### src/rtl/pfe_pkg.sv
// Shared types, constants and key-square helpers for the Playfair stream encryptor.
package pfe_pkg;

  // Geometry of the key square and letter coding.
  localparam int SqDim   = 5;
  localparam int LetW    = 5;
  localparam int RowW    = SqDim * LetW;
  localparam int PosW    = 3;
  localparam int CfgIdxW = 3;

  // Default depth of the job queue between front and back.
  localparam int DefQueueDepth = 2;

  localparam logic [LetW-1:0] LetterX = 5'd23;
  localparam logic [LetW-1:0] LetterI = 5'd8;
  localparam logic [LetW-1:0] LetterJ = 5'd9;
  localparam logic [7:0]      CharA   = 8'd97;
  localparam logic [7:0]      CharZ   = 8'd122;

  typedef enum logic {
    OP_CHAR = 1'b0,
    OP_END  = 1'b1
  } opcode_e;

  typedef logic [RowW-1:0]  row_t;
  typedef row_t [SqDim-1:0] square_t;

  // Square after reset, row 0 in the low slot.
  localparam square_t SquareReset = {25'd27025109, 25'd21613104, 25'd16201099,
                                     25'd10755269, 25'd4294688};

  typedef struct packed {
    logic [PosW-1:0] row;
    logic [PosW-1:0] col;
  } pos_t;

  // One pair of letters to encrypt, as handed from front to back.
  typedef struct packed {
    logic [LetW-1:0] first;
    logic [LetW-1:0] second;
    logic            last;
    logic            empty;
  } job_t;

  function automatic logic [LetW-1:0] sq_cell(input square_t sq,
                                              input logic [PosW-1:0] r,
                                              input logic [PosW-1:0] c);
    return sq[r][LetW*c +: LetW];
  endfunction

  // Step one place along a row or column, wrapping at the edge.
  function automatic logic [PosW-1:0] sq_next(input logic [PosW-1:0] p);
    return (p == PosW'(SqDim - 1)) ? '0 : p + PosW'(1);
  endfunction

  // First match in row-major order; row 0, column 0 when there is none.
  function automatic pos_t sq_locate(input square_t sq, input logic [LetW-1:0] letter);
    pos_t p;
    p = '0;
    for (int i = SqDim - 1; i >= 0; i--) begin
      for (int k = SqDim - 1; k >= 0; k--) begin
        if (sq_cell(sq, PosW'(i), PosW'(k)) == letter) begin
          p.row = PosW'(i);
          p.col = PosW'(k);
        end
      end
    end
    return p;
  endfunction

endpackage

### src/rtl/pfe_queue.sv
// Small job queue that decouples the front end from the encryption back end.
module pfe_queue import pfe_pkg::*; #(
  parameter int Depth = DefQueueDepth
) (
  input  logic clk_i,
  input  logic rst_ni,
  input  logic push_i,
  input  job_t push_data_i,
  input  logic pop_i,
  output logic full_o,
  output logic valid_o,
  output job_t head_o
);

  // Depth must be a power of two, at least 2, so the pointers wrap naturally.
  localparam int AddrW = $clog2(Depth);
  localparam int CntW  = $clog2(Depth + 1);

  job_t             mem_q [Depth];
  logic [AddrW-1:0] wr_ptr_q, rd_ptr_q;
  logic [CntW-1:0]  count_q;
  logic             do_pop;

  assign full_o  = (count_q == CntW'(Depth));
  assign valid_o = (count_q != '0);
  assign head_o  = mem_q[rd_ptr_q];
  assign do_pop  = pop_i && valid_o;

  // Storage holds payload only.
  always_ff @(posedge clk_i) begin
    if (push_i) begin
      mem_q[wr_ptr_q] <= push_data_i;
    end
  end

  // Pointers and fill count.
  always_ff @(posedge clk_i or negedge rst_ni) begin
    if (!rst_ni) begin
      wr_ptr_q <= '0;
      rd_ptr_q <= '0;
      count_q  <= '0;
    end else begin
      if (push_i) begin
        wr_ptr_q <= wr_ptr_q + AddrW'(1);
      end
      if (do_pop) begin
        rd_ptr_q <= rd_ptr_q + AddrW'(1);
      end
      if (push_i && !do_pop) begin
        count_q <= count_q + CntW'(1);
      end else if (!push_i && do_pop) begin
        count_q <= count_q - CntW'(1);
      end
    end
  end

  a_no_overflow: assert property (@(posedge clk_i) disable iff (!rst_ni)
    push_i |-> !full_o)
    else $error("job queue written while full");

  a_count_bound: assert property (@(posedge clk_i) disable iff (!rst_ni)
    count_q <= CntW'(Depth))
    else $error("job queue count out of range");

endmodule

### config.mk
export PLATFORM = sky130hd
export DESIGN_NAME = pfe_queue
export DESIGN_NICKNAME = d
export VERILOG_FILES = /design/src/rtl/pfe_pkg.sv /design/src/rtl/pfe_queue.sv
export SDC_FILE = /design/constraint.sdc
export NUM_CORES = 1
export LEC_CHECK = 0
export ABC_AREA = 0
export CAP_MARGIN = 20
export CORE_UTILIZATION = 53
export DETAILED_ROUTE_END_ITERATION = 12
export DONT_BUFFER_PORTS = 1
export PLACE_DENSITY = 0.8
export SLEW_MARGIN = 20
export SYNTH_ARGS = -nofsm -noshare
export SYNTH_HDL_FRONTEND = slang
export SYNTH_SLANG_ARGS = --single-unit
### constraint.sdc
create_clock -name clk_i -period 1.4 [get_ports clk_i]
set_clock_uncertainty 0.05 [all_clocks]
set_input_delay 0.28 -clock clk_i [delete_from_list [all_inputs] [get_ports clk_i]]
set_output_delay 0.28 -clock clk_i [all_outputs]
set_load 0.02 [all_outputs]
## After elaboration in Yosys (flattened, before gate mapping)

Memory sizes are Yosys's and may differ from the RTL's.
Index checks and enable logic that the tools add are counted.

| word-level totals | value |
|---|---|
| bits in registers | 4 |
| latch bits | 0 |
| bits in writable memories | 24 |
| bits in read-only memories | 0 |
| bits of input ports | 16 |
| output and inout port bits | 14 |
| logic and storage cells | 20 |
| memories kept | 1 |

Memories:

| memory | depth | width | read ports | clocked after Yosys merged registers in | write ports | RTL line | source |
|---|---|---|---|---|---|---|---|
| mem_q | 2 | 12 | 1 | 0 | 1 | pfe_queue.sv:19 | `job_t mem_q [Depth];` |

| operators by class | value |
|---|---|
| add/subtract/negate cells | 4 |
| $mul | 0 |
| div/mod/pow operators | 0 |
| order comparisons | 0 |
| equal/unequal tests | 1 |
| shift operators | 0 |
| muxes and demuxes | 4 |
| bitwise logic cells | 0 |
| reductions and logical operators | 7 |

Operator list:

| cell | number |
|---|---|
| $mux W2 | 2 |
| $reduce_bool A2 Y1 | 2 |
| $logic_and A1 B1 Y1 | 3 |
| $add A1 B1 Y1 const B | 2 |
| $add A2 B1 Y2 const B | 1 |
| $eq A2 B2 Y1 const B | 1 |
| $logic_not A1 Y1 | 2 |
| $mux W1 | 2 |
| $sub A2 B1 Y2 const B | 1 |

## Depth between registers and ports, before layout

| logic depth | value |
|---|---|
| word-level depth | 5 |
| mapped depth | 6 |
| mapped depth without buffers | 6 |

## Least setup slack after synthesis

No wires, ideal clock.

| timing path | value |
|---|---|
| path type | reg-to-reg |
| start point | register count_q[0] |
| end point | register count_q[1] |
| library setup time | 0.125 ns |
| arrival | 1.235 ns |
| data required time | 1.225 ns |
| slack | -0.010 ns |
| cell stages (with the launch flop) | 7 |
| buffers on the path | 0 |
| clock period less this slack | 1.410 ns |
| cells stage by stage | dfrtp_1 > or2_4 > nand2_4 > ha_1 > xor2_1 > nor2_1 > xor2_1 |

| between the ends | value |
|---|---|
| cells in the longest elaborated chain, start to end | 5 |
| elaborated cells between the ends (all ways) | 10 |
| classes of those cells | add/sub: 2; mux: 2; reduce/logical: 6 |

RTL lines:

| element | RTL line | source |
|---|---|---|
| from (decl) | pfe_queue.sv:21 | `logic [CntW-1:0] count_q;` |
| from (signal assigned) | pfe_queue.sv:50 | `count_q <= count_q + CntW'(1);` |
| from (signal assigned) | pfe_queue.sv:52 | `count_q <= count_q - CntW'(1);` |
| $reduce_bool A2 Y1 (*) | pfe_queue.sv:25 | `assign valid_o = (count_q != '0);` |
| via valid_o | pfe_queue.sv:11 | `output logic valid_o,` |
| $logic_and A1 B1 Y1 (*) | pfe_queue.sv:27 | `assign do_pop = pop_i && valid_o;` |
| $logic_not A1 Y1 | pfe_queue.sv:49 | `if (push_i && !do_pop) begin` |
| $logic_and A1 B1 Y1 | pfe_queue.sv:49 |  |
| $mux W2 / $reduce_bool A2 Y1 (equally long branches) | - |  |

The timed path passes the listed nets; every way through them passes the cells marked *. The select of a mux whose other input is x is not followed.
A chain may end at the register's enable or synchronous reset.

==> load_flow_metrics.sql <==
INSERT INTO impl_metrics (metric_group, metric, value, unit) VALUES
('status', 'status', 'complete, but fails checks', ''),
('status', 'violations', 'negative setup slack', ''),
('synthesis', 'synthesis.area', '0.00110', 'mm2'),
('timing', 'final_period_util', '1.11', ''),
('critical_path', 'critical_path.max_fanout', '8', ''),
('cells_and_area', 'layout.filler_cells', '141', ''),
('synthesis', 'synth_nets', '70', ''),
('critical_path', 'worst_ep_required_time', '1070', 'ps'),
('placed_design', 'place.detailed.hpwl', '981', 'um'),
('critical_path', 'worstSetupPathType', 'flip-flop to primary output', ''),
('floorplanning', 'placementRows', '16', ''),
('power', 'p_switching', '0.000865', 'W'),
('synthesis', 'synth-seq-cells', '28', ''),
('cells_and_area', 'nNetsFinal', '99', ''),
('power', 'comb_power_share', '0.438', ''),
('global_route', 'gr-total-overflow', '0', ''),
('cells_and_area', 'syn2layout_area_growth', '28.4', '%'),
('detailed_routing', 'vias', '523', ''),
('synthesis', 'synth_top_area_frac', '0.654', ''),
('detailed_routing', 'firstDrtPassIters', '3', ''),
('floorplanning', 'dieWidth', '47.6', 'um'),
('timing', 'layout_min_cycle_time', '1550', 'ps'),
('synthesis', 'synth-edff-count', '24', ''),
('power', 'vdd.ir_drop.worst', '1.36', 'mV'),
('placed_design', 'numPortBuffers', '0', ''),
('timing', 'tightest_slew', '218', 'ps'),
('synthesis', 'syn_area_per_cell', '20.8', 'um2'),
('placed_design', 'place.gp.congestion', '0.559', ''),
('timing', 'grt_setup_unrepaired', 'yes', ''),
('synthesis', 'synth_area_leader_cell', 'edfxtp_1', ''),
('cts', 'ctsLongestPathBuffers', '2', ''),
('detailed_routing', 'detail_route.drc_violations', '0', ''),
('timing', 'slew_viol_final', '0', ''),
('floorplanning', 'top_level_i_o_count', '30', ''),
('power', 'power.clock.fraction', '0.118', ''),
('detailed_routing', 'vias_per_cell', '4.84', ''),
('worst_hold_path', 'holdCritPathClass', 'input pin to flip-flop', ''),
('global_route', 'grt_pass1_wl', '2060', 'um'),
('synthesis', 'asyncSetResetFlopFracSynth', '0.143', ''),
('cells_and_area', 'drive_above_1_share', '0.358', ''),
('synthesis', 'synth_top_cells_by_area', 'edfxtp_1 65%, mux2_4 12%, dfrtp_1 9.1%, mux2_2 3.1%, xor2_1 2.4%', ''),
('cts', 'cts_tree', 'done', ''),
('global_route', 'via_count_of_the_first_global_routing_pass', '491', ''),
('global_route', 'antenna_found_initial', '0', ''),
('power', 'power.density_cell_area', '1910', 'mW/mm2'),
('detailed_routing', 'detail_route.wl_per_cell', '14.6', 'um'),
('critical_path', 'regToRegSetupSlack', '40', 'ps'),
('timing', 'setup-violations-final', '14', ''),
('synthesis', 'ys.flop_type', 'edfxtp_1', ''),
('cts', 'cts.sink_count', '28', ''),
('synthesis', 'postSynthCellCount', '53', ''),
('cts', 'clkTransAtPathRegs', '130', 'ps'),
('power', 'power.share.switching', '0.321', ''),
('global_route', 'grt_use_total', '0.143', ''),
('cts', 'cts.root.buffer_cell', 'clkbuf_4', ''),
('cts', 'cts_buffers', '3', ''),
('global_route', 'maximum_number_of_pins_on_one_net_before_global_route_repair', '16', ''),
('timing', 'slew_headroom', '0.854', ''),
('floorplanning', 'design.die.area', '0.00227', 'mm2'),
('detailed_routing', 'drt_wl_total', '1570', 'um'),
('floorplanning', 'floorplan.initialDensity', '0.562', ''),
('placed_design', 'pre_cts_slack', '34.2', 'ps'),
('power', 'fin_total_pwr', '0.00270', 'W'),
('cells_and_area', 'area_taken_by_multi_input_logic_gates', '294', 'um2'),
('cells_and_area', 'final-seq-area', '821', 'um2'),
('timing', 'hold_viol', '0', ''),
('critical_path', 'worstPathArrival', '1220', 'ps'),
('synthesis', 'netlist-cell-type-count', '14', ''),
('detailed_routing', 'drt.antenna.violating_nets', '0', ''),
('cts', 'clk_latency', '310', 'ps'),
('timing', 'final.setup.worst_slack', '-153', 'ps');
## metrics by stage
stage          area [um2]   util  cells
5_1_grt              1420  0.721    108
3_3_place_gp         1180  0.600     86
4_1_cts              1340  0.680    101
6_report             1420  0.721    108
3_5_place_dp         1180  0.600     86
2_1_floorplan        1100      -     53
## cell families (layout without fill, tap and decap cells)
family / count (synthesis) / in the layout / synth area share
DFF: 28 / 28 / 0.745
muxes: 12 / 12 / 0.153
and+or+nand+nor: 6 / 6 / 0.0409
xor gates and xnor gates: 5 / 5 / 0.0397
adders and majority gates: 1 / 1 / 0.0113
buffers and inverters: 1 / 29 / 0.0102
## layout by cell type, fill, tap and decap left out, types with 2 or more instances in the layout
master         Yosys  final
buf_4              0      6
buf_6              1      4
clkbuf_4           0      3
dfrtp_1            4      4
dlygate4sd3_1      0     15
edfxtp_1          24     24
mux2_4             9     12
xnor2_1            2      2
xor2_1             3      3
## final cells by class
type | instances | share of cell area
multi-input combinational | 24 | 0.208
clock buffer | 4 | 0.0186
sequential | 28 | 0.580
tap | 27 | 0.0239
timing repair buffer | 25 | 0.170
## registers in the layout, indices dropped and copies added (netlist names)
register / count
count_q: 2
mem_q: 24
rd_ptr_q: 1
wr_ptr_q: 1
## critical path, stage by stage, from the launching register on
cell	delay (ps)
dfrtp_1	420
buf_6	160
mux2_4	340
## power groups by stage
stage | Sequential [W] | Clock, W | Combinational, W
after detailed placement | 0.00121 | 0 | 0.00102
after global placement | 0.00120 | 0 | 0.00100
after CTS | 0.00120 | 0.000325 | 0.00116
after floorplan | 0.00122 | 0 | 0.000801
after global routing | 0.00122 | 0.000351 | 0.00126
final | 0.00120 | 0.000317 | 0.00118
## repair_timing
item | in CTS | in global routing
hold buffers | 9 | 6
setup endpoints to repair | 14 | 15
pin swaps | 1 | 3
hold endpoints to repair | 18 | 11
setup buffers | 2 | 1
gates resized for setup | 7 | 2
## path summary, 6_finish.rpt
check | cells after the start | startpoint | to
max | 2 | rd_ptr_q$_DFFE_PN0P_ | head_o[9]
min | 2 | push_i | count_q[0]$_DFFE_PN0P_
max reg2reg | 6 | count_q[0]$_DFFE_PN0P_ | count_q[1]$_DFFE_PN0P_
min reg2reg | 1 | wr_ptr_q$_DFFE_PN0P_ | wr_ptr_q$_DFFE_PN0P_
max in group asynchronous | 1 | rst_ni | rd_ptr_q$_DFFE_PN0P_
min in group asynchronous | 1 | rst_ni | wr_ptr_q$_DFFE_PN0P_
## per-layer routing
layer  vias up  global-route usage  wire [um]  share of wire
li1        255                   -          -              -
met1       254               0.158        608           0.39
met2        12               0.244        885           0.56
met3         2              0.0340         58          0.037
met4         0               0.100         22          0.014
met5         -                   0          0              0
No activity file was read; power rests on OpenSTA's default activity.
