`src/rtl/pfe_pkg.sv`:
```
// Shared types, constants and key-square helpers for the Playfair stream encryptor.
package pfe_pkg;

  // Geometry of the key square and letter coding.
  localparam int SqDim   = 5;
  localparam int LetW    = 5;
  localparam int RowW    = SqDim * LetW;
  localparam int PosW    = 3;
  localparam int CfgIdxW = 3;

  // Default depth of the job queue between front and back.
  localparam int DefQueueDepth = 2;

  localparam logic [LetW-1:0] LetterX = 5'd23;
  localparam logic [LetW-1:0] LetterI = 5'd8;
  localparam logic [LetW-1:0] LetterJ = 5'd9;
  localparam logic [7:0]      CharA   = 8'd97;
  localparam logic [7:0]      CharZ   = 8'd122;

  typedef enum logic {
    OP_CHAR = 1'b0,
    OP_END  = 1'b1
  } opcode_e;

  typedef logic [RowW-1:0]  row_t;
  typedef row_t [SqDim-1:0] square_t;

  // Square after reset, row 0 in the low slot.
  localparam square_t SquareReset = {25'd27025109, 25'd21613104, 25'd16201099,
                                     25'd10755269, 25'd4294688};

  typedef struct packed {
    logic [PosW-1:0] row;
    logic [PosW-1:0] col;
  } pos_t;

  // One pair of letters to encrypt, as handed from front to back.
  typedef struct packed {
    logic [LetW-1:0] first;
    logic [LetW-1:0] second;
    logic            last;
    logic            empty;
  } job_t;

  function automatic logic [LetW-1:0] sq_cell(input square_t sq,
                                              input logic [PosW-1:0] r,
                                              input logic [PosW-1:0] c);
    return sq[r][LetW*c +: LetW];
  endfunction

  // Step one place along a row or column, wrapping at the edge.
  function automatic logic [PosW-1:0] sq_next(input logic [PosW-1:0] p);
    return (p == PosW'(SqDim - 1)) ? '0 : p + PosW'(1);
  endfunction

  // First match in row-major order; row 0, column 0 when there is none.
  function automatic pos_t sq_locate(input square_t sq, input logic [LetW-1:0] letter);
    pos_t p;
    p = '0;
    for (int i = SqDim - 1; i >= 0; i--) begin
      for (int k = SqDim - 1; k >= 0; k--) begin
        if (sq_cell(sq, PosW'(i), PosW'(k)) == letter) begin
          p.row = PosW'(i);
          p.col = PosW'(k);
        end
      end
    end
    return p;
  endfunction

endpackage

```
`src/rtl/pfe_if.sv`:
```
// Channel interfaces: plaintext input, ciphertext output and register writes.
interface pfe_in_if;
  logic       valid;
  logic       ready;
  logic       opcode;
  logic [7:0] char_in;

  modport source (output valid, output opcode, output char_in, input ready);
  modport sink   (input valid, input opcode, input char_in, output ready);
endinterface


```
`src/rtl/pfe_front.sv`:
```
// Front end: filters and maps input bytes, pairs letters and issues pair jobs.
module pfe_front import pfe_pkg::*; (
  input  logic    clk_i,
  input  logic    rst_ni,
  input  square_t square_i,
  pfe_in_if.sink  in_i,
  input  logic    q_full_i,
  output logic    push_o,
  output job_t    job_o
);

  logic            pend_valid_q, pend_valid_d;
  logic [LetW-1:0] pend_letter_q, pend_letter_d;
  logic            accept;
  logic            is_letter;
  logic [7:0]      offset;
  logic [LetW-1:0] letter;
  logic [LetW-1:0] below_x;
  pos_t            pos_x;

  assign in_i.ready = !q_full_i;
  assign accept     = in_i.valid && in_i.ready;

  // Map the byte to a letter index, folding j onto i.
  assign is_letter = (in_i.char_in >= CharA) && (in_i.char_in <= CharZ);
  assign offset    = in_i.char_in - CharA;
  assign letter    = (offset[LetW-1:0] == LetterJ) ? LetterI : offset[LetW-1:0];

  // Filler for a doubled x: the entry just below x in the square.
  assign pos_x   = sq_locate(square_i, LetterX);
  assign below_x = sq_cell(square_i, sq_next(pos_x.row), pos_x.col);

  // Classify the beat and decide on a job and the new pending letter.
  always_comb begin
    pend_valid_d  = pend_valid_q;
    pend_letter_d = pend_letter_q;
    push_o        = 1'b0;
    job_o.first   = pend_letter_q;
    job_o.second  = LetterX;
    job_o.last    = 1'b0;
    job_o.empty   = 1'b0;
    if (accept) begin
      if (opcode_e'(in_i.opcode) == OP_END) begin
        push_o        = 1'b1;
        job_o.last    = 1'b1;
        job_o.empty   = !pend_valid_q;
        pend_valid_d  = 1'b0;
        pend_letter_d = '0;
      end else if (is_letter) begin
        if (!pend_valid_q) begin
          pend_valid_d  = 1'b1;
          pend_letter_d = letter;
        end else if (letter == pend_letter_q) begin
          // Doubled letter: split with filler, the new letter stays pending.
          push_o       = 1'b1;
          job_o.second = (letter == LetterX) ? below_x : LetterX;
        end else begin
          push_o        = 1'b1;
          job_o.second  = letter;
          pend_valid_d  = 1'b0;
          pend_letter_d = '0;
        end
      end
    end
  end

  always_ff @(posedge clk_i or negedge rst_ni) begin
    if (!rst_ni) begin
      pend_valid_q  <= 1'b0;
      pend_letter_q <= '0;
    end else begin
      pend_valid_q  <= pend_valid_d;
      pend_letter_q <= pend_letter_d;
    end
  end

endmodule

```
`src/flat_wrapper.sv`:
```
// flat-port wrapper written by rule: the top's interface ports become plain ports
module pfe_front_flat import pfe_pkg::*;
  (clk_i, rst_ni, square_i, q_full_i, push_o, job_o, in_i_valid, in_i_opcode, in_i_char_in, in_i_ready);
  pfe_in_if in_i_i ();
  input  logic clk_i;
  input  logic rst_ni;
  input  square_t square_i;
  input  logic q_full_i;
  output logic push_o;
  output job_t job_o;
  input wire logic [$bits(in_i_i.valid)-1:0] in_i_valid;
  input wire logic [$bits(in_i_i.opcode)-1:0] in_i_opcode;
  input wire logic [$bits(in_i_i.char_in)-1:0] in_i_char_in;
  output wire logic [$bits(in_i_i.ready)-1:0] in_i_ready;
  assign in_i_i.valid = in_i_valid;
  assign in_i_i.opcode = in_i_opcode;
  assign in_i_i.char_in = in_i_char_in;
  assign in_i_ready = in_i_i.ready;
  pfe_front u_core (.clk_i(clk_i), .rst_ni(rst_ni), .square_i(square_i), .in_i(in_i_i), .q_full_i(q_full_i), .push_o(push_o), .job_o(job_o));
endmodule
```
`config.mk`:
```
export PLATFORM = sky130hd
export DESIGN_NAME = pfe_front_flat
export DESIGN_NICKNAME = d
export VERILOG_FILES = /design/src/rtl/pfe_pkg.sv /design/src/rtl/pfe_if.sv /design/src/rtl/pfe_front.sv /design/src/flat_wrapper.sv
export SDC_FILE = /design/constraint.sdc
export NUM_CORES = 1
export LEC_CHECK = 0
export BUFFER_PORTS_ARGS = -buffer_cell sky130_fd_sc_hd__clkbuf_2
export CORE_AREA = 2 2 85 87
export CTS_CLUSTER_DIAMETER = 120
export DETAILED_ROUTE_END_ITERATION = 7
export DIE_AREA = 0 0 87 89
export PLACE_DENSITY = 0.77
export SKIP_LAST_GASP = 1
export SYNTH_ARGS = -nofsm -noshare
export SYNTH_HDL_FRONTEND = slang
export SYNTH_SLANG_ARGS = --single-unit
```
`constraint.sdc`:
```
create_clock -name clk_i -period 4.7 [get_ports clk_i]
set_clock_uncertainty 0.2 [all_clocks]
set_input_delay 1.175 -clock clk_i [delete_from_list [all_inputs] [get_ports clk_i]]
set_output_delay 1.175 -clock clk_i [all_outputs]
set_load 0.03 [all_outputs]
```
# Word level (Yosys, flattened, before mapping)
# Cells that the tools add are included.
dict set report classes {
  addsub 2
  n_lt_le_gt_ge 3
  multipliers 1
  n_eq_ne 30
  shifts 1
  reduce_logical 7
  muxes 48
}
# operator count
set ops {}
lappend ops {{$mux 6} 25}
lappend ops {{$eq 5x5->1 const B} 26}
lappend ops {{$bmux 25 s3} 1}
lappend ops {{$mux 5} 10}
lappend ops {{$mux 25} 1}
lappend ops {{$shiftx 25x7->5} 1}
lappend ops {{$ge 8x7->1 const B} 1}
lappend ops {{$le 8x7->1 const B} 1}
lappend ops {{$mux 1} 8}
lappend ops {{$mux 7} 1}
lappend ops {{$mul 3x3->6 const A} 1}
lappend ops {{$eq 5x4->1 const B} 1}
lappend ops {{$eq 5x5->1} 1}
lappend ops {{$sub 5x1->5 const B} 1}
lappend ops {{$lt 3x4->1 const B} 1}
lappend ops {{$add 3x1->3 const B} 1}
lappend ops {{$eq 3x3->1 const B} 1}
lappend ops {{$mux 3} 1}
lappend ops {{$ne 3x3->1 const B} 1}
lappend ops {{$reduce_and 3->1} 1}
lappend ops {{$logic_and 1x1->1} 2}
lappend ops {{$logic_not 1->1} 2}
lappend ops {{$mux 2} 1}
lappend ops {{$reduce_and 2->1} 1}
lappend ops {{$reduce_bool 2->1} 1}
dict set report word_totals {
  reg_bits 6
  out_inout_bits 14
  elab_cells 94
  in_bits 138
}

# Logic depth before layout (Yosys ltp)
# Gate-level depths: netlist (run 1).
dict set report logic_depth {
  word_depth 37
  depth_mapped 16
  mapped_depth_nobuf 16
}

# Least setup slack after synthesis (run 1)
# No wires, ideal clock.
dict set report synth_timing {
  path_kind {input-to-output}
  start {in square_i[11] (netlist bit)}
  end {out job_o[4] (netlist bit)}
  arrival_time_ps 4087
  setup_slack_ps -762
  path_buffers 2
  required_time_ps 3325
  cell_stages 12
  path_cell_list {nor2b_1 -> and4_4 -> nor4_4 -> nand4_1 -> nand2b_1 -> inv_1 -> ha_1 -> clkbuf_1 -> clkbuf_1 -> nand3_1 -> a311o_1 -> a41oi_1}
}
# item line_no
set synth_rtl {}
lappend synth_rtl {{from (decl)} flat_wrapper.sv:7} ;# input square_t square_i;
lappend synth_rtl {{to (decl)} flat_wrapper.sv:10} ;# output job_t job_o;

==> impl_metrics.csv, run 1 <==
group,metric,value,unit
worst_setup_path,reg2regPathDepth,7,
sta,setup_slack,-0.752,ns
sta,setup-violations-final,5,
synthesis,syn_inst,385,
worst_setup_path,path_class,"primary input to output port",
sta,min_period,5.45,ns
finish,final_layout_size_suffix_gt1_share,58.5,%
power_and_ir_drop,ir_worst_vdd,0.000237,V
clocking,clockRootBuffer,"clkbuf_8",
power_and_ir_drop,p_per_area,161,nW/um^2
synthesis,ys.flop_type,"dfrtp_1",
hold_path,hold_end,"u_core.pend_letter_q[3]",
worst_setup_path,cp-start-kind,"primary input",
worst_setup_path,arrival,4.08,ns
place,dp_hpwl,12.2,mm
hold_path,hold_path.class,"flip-flop to flip-flop",
outcome,outcome,"finished with violations",
global_routing,grt_pass1_wl,22.9,mm
finish,final_nets,857,
drt,viasPerCell,5.89,
worst_setup_path,rr_startpoint,"u_core.pend_letter_q[3]",
finish,area_growth,97.2,%
clocking,cts_hold_buf,0,
global_routing,grt_start_max_net_pins,13,
synthesis,synth.top_cells.by_count,"mux2i_1, nand2_1, nand4_1",
hold_path,hold_start,"u_core.pend_letter_q[3]",
die,ios,152,
synthesis,yosysWarnings,0,
worst_setup_path,rr_endpoint,"u_core.pend_letter_q[4]",
worst_setup_path,reg2reg_slack,2.49,ns
drt,wl_per_cell,19.1,microns
outcome,violations,"setup timing",
synthesis,netlist_area,2790,sq um
clocking,cts_buffer_depth,2,
synthesis,netlist_top_cells_area,"mux2i_1, nand2_1, dfrtp_1",
worst_setup_path,crit_start,"square_i[17]",
worst_setup_path,worstPathRequired,3.32,ns
synthesis,yosysTopAreaCellShare,16.9,%
power_and_ir_drop,power,0.884,mW
clocking,path_clk_slew,0.04,ns
drt,met1_length,5.84,mm
synthesis,ys_ff_latch,6,
clocking,cts_sinks,6,
finish,stdcell_count,790,
synthesis,synth_seq_area_share,5.38,%
sta,tightest_slew,0.622,ns
sta,finalSetupTns,-3.47,ns
hold_path,hold_depth,2,
die,start_util,41.5,%
sta,min_period_over_period,116,%
sta,slew_viol_final,0,
drt,ant_nets,0,
finish,antenna_cells,0,
synthesis,ys_async_sr_fraction,100,%
clocking,cts_tree,"built",
sta,rsz0062_at_grt,"true",
drt,vias,4655,
die,rows,30,
clocking,clk_latency,0.22,ns
drt,routed_wl,15.1,mm
global_routing,grt_pass1_vias,4734,
global_routing,antenna_found_initial,0,
synthesis,yosys.area.top_type,"mux2i_1",
synthesis,yosysUniqueCellTypes,68,
synthesis,synth.avg_cell_area,7.25,sq um
clocking,cts_made_buffers,3,
drt,dr.pass1.iters,5,
die,chipHeight,89,microns
place,placed_cells,773,
die,die-area,7740,sq um
global_routing,overflow,0,
drt,dr_wl_met2,7.42,mm
worst_setup_path,cp-end-kind,"output port",
drt,highest_layer,"met4",
drt,route.met3.wl,1.06,mm
sta,finalHoldViolations,0,
synthesis,synth_edf_count,0,
sta,fmaxAchievable,183,MHz
clocking,htree_num_levels,1,
place,dpl-instance-area,5120,sq um
place,routabilityCongestion,1.02,
synthesis,synth_nets,530,
drt,drc,0,
drt,detailedRoute.firstIterationViolations,303,
global_routing,track_usage,37.8,%
sta,relSlewSlack,58.5,%
die,core_region_area,6720,sq um
worst_setup_path,worstPathMaxFanout,7,
place,io_buffers,151,
power_and_ir_drop,p_leak,2.79,nW
die,die_x,87,microns
job,maxCapViolCount,0,
finish,final_area,5510,sq um
## cells by family (layout without fill, tap and decap cells)
family / after synthesis / after routing / share of synthesized area, %
simple gates: 179 / 179 / 37.3
compound gates: 101 / 101 / 26.6
mux: 54 / 54 / 19.7
buf+inv: 29 / 354 / 4.53
xor+xnor: 9 / 9 / 3.36
fa+ha+maj: 7 / 7 / 3.14
flops: 6 / 6 / 5.38
## through the flow
step                      setup WS (ns)  util [%]  hold slack (ns)
after CTS                        -0.726      80.9            0.328
after global placement           -0.752      76.2            0.310
after global routing             -0.869      81.9            0.374
after detailed placement         -0.807      76.2            0.314
after floorplan                  -0.272         -            0.338
final                            -0.752      81.9            0.331
## routing by layer
layer  global-route usage (%)  vias to the layer above
met1                     42.6                     2157
li1                         -                     2161
met2                     69.7                      275
met5                        0                        -
met3                     5.54                       62
met4                     18.3                        0
## power breakdown
| part | internal, mW | total, mW | switching (mW) |
|---|---|---|---|
| Sequential | 0.0593 | 0.0680 | 0.00878 |
| Clock | 0.0552 | 0.0791 | 0.0239 |
| Combinational | 0.371 | 0.737 | 0.366 |
| Total | 0.486 | 0.884 | 0.398 |
## area by class of cell
type                       instances  area [sq um]
timing repair buffer             340          2310
multi-input combinational        350          2860
tap                               80           100
clock buffer                       3          41.3
inverter                          11          41.3
sequential                         6           150
fill                             452          1210
## repair_timing
action / CTS / global route
cloned: 2 / 0
pin swaps: 25 / 4
setup buffers: 13 / 0
setup endpoints to repair: 5 / 5
gates resized for setup: 33 / 16
## cells in the final DEF (no fill, tap or decap), drive strengths merged, types with 4 or more instances in the layout
cell / n
dfrtp: 6
o21a: 4
nand2b: 5
and3: 9
a31oi: 5
nor3: 6
a211oi: 9
nand4: 24
nor2: 21
buf: 190
mux2i: 47
o21ai: 19
o211ai: 6
nor2b: 20
a21oi: 15
or2: 4
nor4b: 4
xor2: 4
a41oi: 4
nand3: 15
mux2: 7
xnor2: 5
ha: 7
nand2: 47
inv: 11
clkbuf: 153
and4: 7
## flip-flops by register name, summed over array words and instances (netlist names)
| name | count |
|---|---|
| u_core.pend_valid_q | 1 |
| u_core.pend_letter_q | 5 |
## how the worst max path moves through the flow
stage | to | slack [ns] | cells past startpoint
2_1_floorplan | job_o[2] | -0.27 | 14
3_3_place_gp | job_o[3] | -0.75 | 17
3_5_place_dp | job_o[2] | -0.81 | 18
4_1_cts | job_o[5] | -0.73 | 18
5_1_grt | job_o[5] | -0.87 | 19
6_report | job_o[3] | -0.75 | 16
## critical path, cell delays in order
cell	delay, ns
clkbuf_2	0.10
nand2_1	0.07
and4bb_2	0.26
nor4_4	0.35
and2_1	0.19
o21a_1	0.18
buf_6	0.12
ha_4	0.17
nor2_4	0.06
mux2_4	0.32
buf_4	0.16
nor4b_1	0.38
a311oi_2	0.09
o211ai_1	0.12
a32o_2	0.17
clkbuf_8	0.16
No activity file was read; power rests on OpenSTA's default activity.
==> inputs of run 2 (changes only) <==
Settings changed: ABC_AREA set to 1, CORE_AREA 2 2 85 87 to 2 2 86 88, DIE_AREA 0 0 87 89 to 0 0 88 90, PLACE_DENSITY 0.77 to 0.78.
==> impl_metrics.csv, run 2 <==
group,metric,value,unit
outcome,outcome,"finished with violations",
outcome,violations,"setup timing",
clocking,htree_num_levels,1,
synthesis,ys.flop_type,"dfrtp_1",
power_and_ir_drop,swShare,50.3,%
drt,viasPerCell,5.35,
place,placed_cells,931,
synthesis,synth.avg_cell_area,5.05,sq um
finish,final_common_cell,"nand2_1",
worst_setup_path,worstPathMaxFanout,7,
finish,stdcell_count,971,
worst_setup_path,critPathSlowestCell,"nor4_4",
power_and_ir_drop,pwr-share-seq,6.4,%
die,ios,152,
sta,setup-violations-final,5,
synthesis,netlist_top_cells_area,"nand2_1, inv_1, nand3_1",
power_and_ir_drop,switching_power,0.519,mW
place,dp_hpwl,9.94,mm
sta,fmaxAchievable,190,MHz
die,rows,31,
synthesis,synth.top_cells.by_count,"nand2_1, inv_1, nand3_1",
sta,relSlewSlack,56.2,%
power_and_ir_drop,power,1.03,mW
clocking,path_clk_slew,0.03,ns
worst_setup_path,cp-end-kind,"output port",
clocking,cts_hold_buf,0,
place,routabilityCongestion,0.965,
drt,routed_wl,13.8,mm
synthesis,synth_seq_area_share,5.10,%
clocking,clockRootBuffer,"clkbuf_8",
finish,largest_register_ffs,5,
synthesis,yosysUniqueCellTypes,44,
worst_setup_path,path_class,"primary input to output port",
synthesis,synth_nets,727,
worst_setup_path,critPathMaxStageDelay,0.39,ns
finish,area_growth,86.2,%
global_routing,overflow,0,
clocking,cts_tree,"built",
clocking,cts_made_buffers,3,
clocking,cts_buffer_depth,2,
synthesis,ys_async_sr_fraction,100,%
die,start_util,41.9,%
synthesis,yosysTopAreaCellShare,26.9,%
drt,drc,0,
synthesis,syn_inst,582,
power_and_ir_drop,ir_worst_vdd,0.000124,V
synthesis,netlist_area,2940,sq um
die,core_region_area,7020,sq um
global_routing,grt_start_max_net_pins,24,
sta,min_period,5.26,ns
worst_setup_path,crit_top_cell,"nand2_1",
die,chipHeight,90,microns
power_and_ir_drop,p_leak,3.03,nW
power_and_ir_drop,combPwrFrac,86.6,%
drt,dr.pass1.iters,6,
worst_setup_path,cp-start-kind,"primary input",
hold_path,hold_path.class,"flip-flop to flip-flop",
clocking,cts_sinks,6,
worst_setup_path,arrival,3.88,ns
finish,final_nets,1019,
die,die_x,88,microns
finish,reg.largest.list,"u_core.pend_letter_q: 5 flops, u_core.pend_valid_q: 1 flops",
job,maxCapViolCount,0,
global_routing,antenna_found_initial,0,
die,die-area,7920,sq um
power_and_ir_drop,clkPwrFrac,7.1,%
sta,slew_viol_final,0,
sta,rsz0062_at_grt,"true",
finish,final_layout_size_suffix_gt1_share,46.2,%
synthesis,synth_edf_count,0,
drt,vias,5195,
sta,finalHoldViolations,0,
drt,detailedRoute.firstIterationViolations,291,
synthesis,yosysWarnings,0,
global_routing,track_usage,32.7,%
drt,wl_per_cell,14.2,microns
global_routing,grt_pass1_wl,21.3,mm
synthesis,synth_most_common_cell,"nand2_1",
sta,setup_slack,-0.555,ns
place,io_buffers,151,
sta,finalSetupTns,-2.65,ns
sta,min_period_over_period,112,%
finish,largest-register,"u_core.pend_letter_q",
global_routing,grt_pass1_vias,4989,
synthesis,yosys.area.top_type,"nand2_1",
power_and_ir_drop,p_per_area,188,nW/um^2
finish,mostFrequentLayoutCells,"nand2_1, clkbuf_2, buf_4",
finish,antenna_cells,0,
power_and_ir_drop,intPower,0.513,mW
synthesis,ys_ff_latch,6,
sta,tightest_slew,0.648,ns
clocking,clk_latency,0.21,ns
worst_setup_path,worstPathRequired,3.32,ns
drt,ant_nets,0,
==> run 2: changes by cell type after synthesis, moves of 20 or more <==
cell | before | now
nand2_1 | 47 | 211
inv_1 | 11 | 71
mux2i_1 | 47 | 2
nand3_1 | 14 | 47
o21ai_1 | 1 | 30
nor2_1 | 21 | 44
nor2b_1 | 20 | 0
==> run 2: power groups by stage <==
| stage | sequential, mW | combinational [mW] | clock (mW) |
|---|---|---|---|
| floorplan | 0.0801 | 0.436 | 0 |
| global placement | 0.0661 | 0.709 | 0 |
| detailed placement | 0.0665 | 0.720 | 0 |
| CTS | 0.0660 | 0.832 | 0.0750 |
| global route | 0.0671 | 0.963 | 0.0789 |
| finish | 0.0658 | 0.893 | 0.0730 |
==> run 2: logic make-up (layout without fill, tap and decap cells) <==
kind of cell	after synthesis	in the layout	share of synthesized area (%)
compound gates	112	113	21.4
xor+xnor	6	6	1.79
buf+inv	101	389	15.7
flops	6	6	5.10
simple gates	348	349	52.3
mux	2	2	0.681
fa+ha+maj	7	7	2.98
==> run 2: through the flow <==
stage / hold WS (ns) / util, % / area (sq um) / setup slack [ns]
floorplan: 0.379 / - / 3050 / -0.0451
global placement: 0.320 / 67.2 / 4720 / -0.508
CTS: 0.332 / 75.6 / 5310 / -0.436
finish: 0.331 / 78.0 / 5480 / -0.555
detailed placement: 0.326 / 67.2 / 4720 / -0.534
global route: 0.367 / 78.0 / 5480 / -0.697
==> run 2: path summary, 6_finish.rpt <==
| path | start | endpoint | slack, ns | cells after the start |
|---|---|---|---|---|
| worst min-delay path | u_core.pend_letter_q[0] | u_core.pend_letter_q[0] | 0.33 | 2 |
| worst max-delay path | square_i[6] | job_o[3] | -0.56 | 26 |
| worst max register to register | u_core.pend_letter_q[1] | u_core.pend_letter_q[4] | 2.54 | 9 |
| min in group asynchronous | rst_ni | u_core.pend_letter_q[3] | 0.58 | 1 |
| worst min register to register | u_core.pend_letter_q[0] | u_core.pend_letter_q[0] | 0.33 | 2 |
| max in group asynchronous | rst_ni | u_core.pend_letter_q[0] | 3.58 | 1 |
==> run 2: area by class of cell <==
class / instances / area (sq um)
inverter: 74 / 289
timing repair inverter: 1 / 7.51
timing repair buffer: 311 / 2220
fill: 501 / 1540
sequential: 6 / 150
clock buffer: 3 / 41.3
multi-input combinational: 477 / 2650
tap: 99 / 124
==> run 2: routing by layer <==
| layer | GRT usage (%) | part of all wire, % |
|---|---|---|
| met5 | 0 | 0 |
| met4 | 15.4 | 5.2 |
| met3 | 4.41 | 7.8 |
| met2 | 58.5 | 50 |
| met1 | 37.3 | 37 |
==> run 2: critical path: cells and delay by family <==
| kind | cells | cell delay, ns |
|---|---|---|
| compound gates | 3 | 0.35 |
| buf+inv | 7 | 0.95 |
| simple gates | 16 | 1.38 |
==> run 2: what timing repair did <==
item                       CTS  global route
gates resized for setup     70            46
buffers inserted            23             9
setup endpoints to repair    5             5
pin swaps                   38            44
gates cloned                 6             0
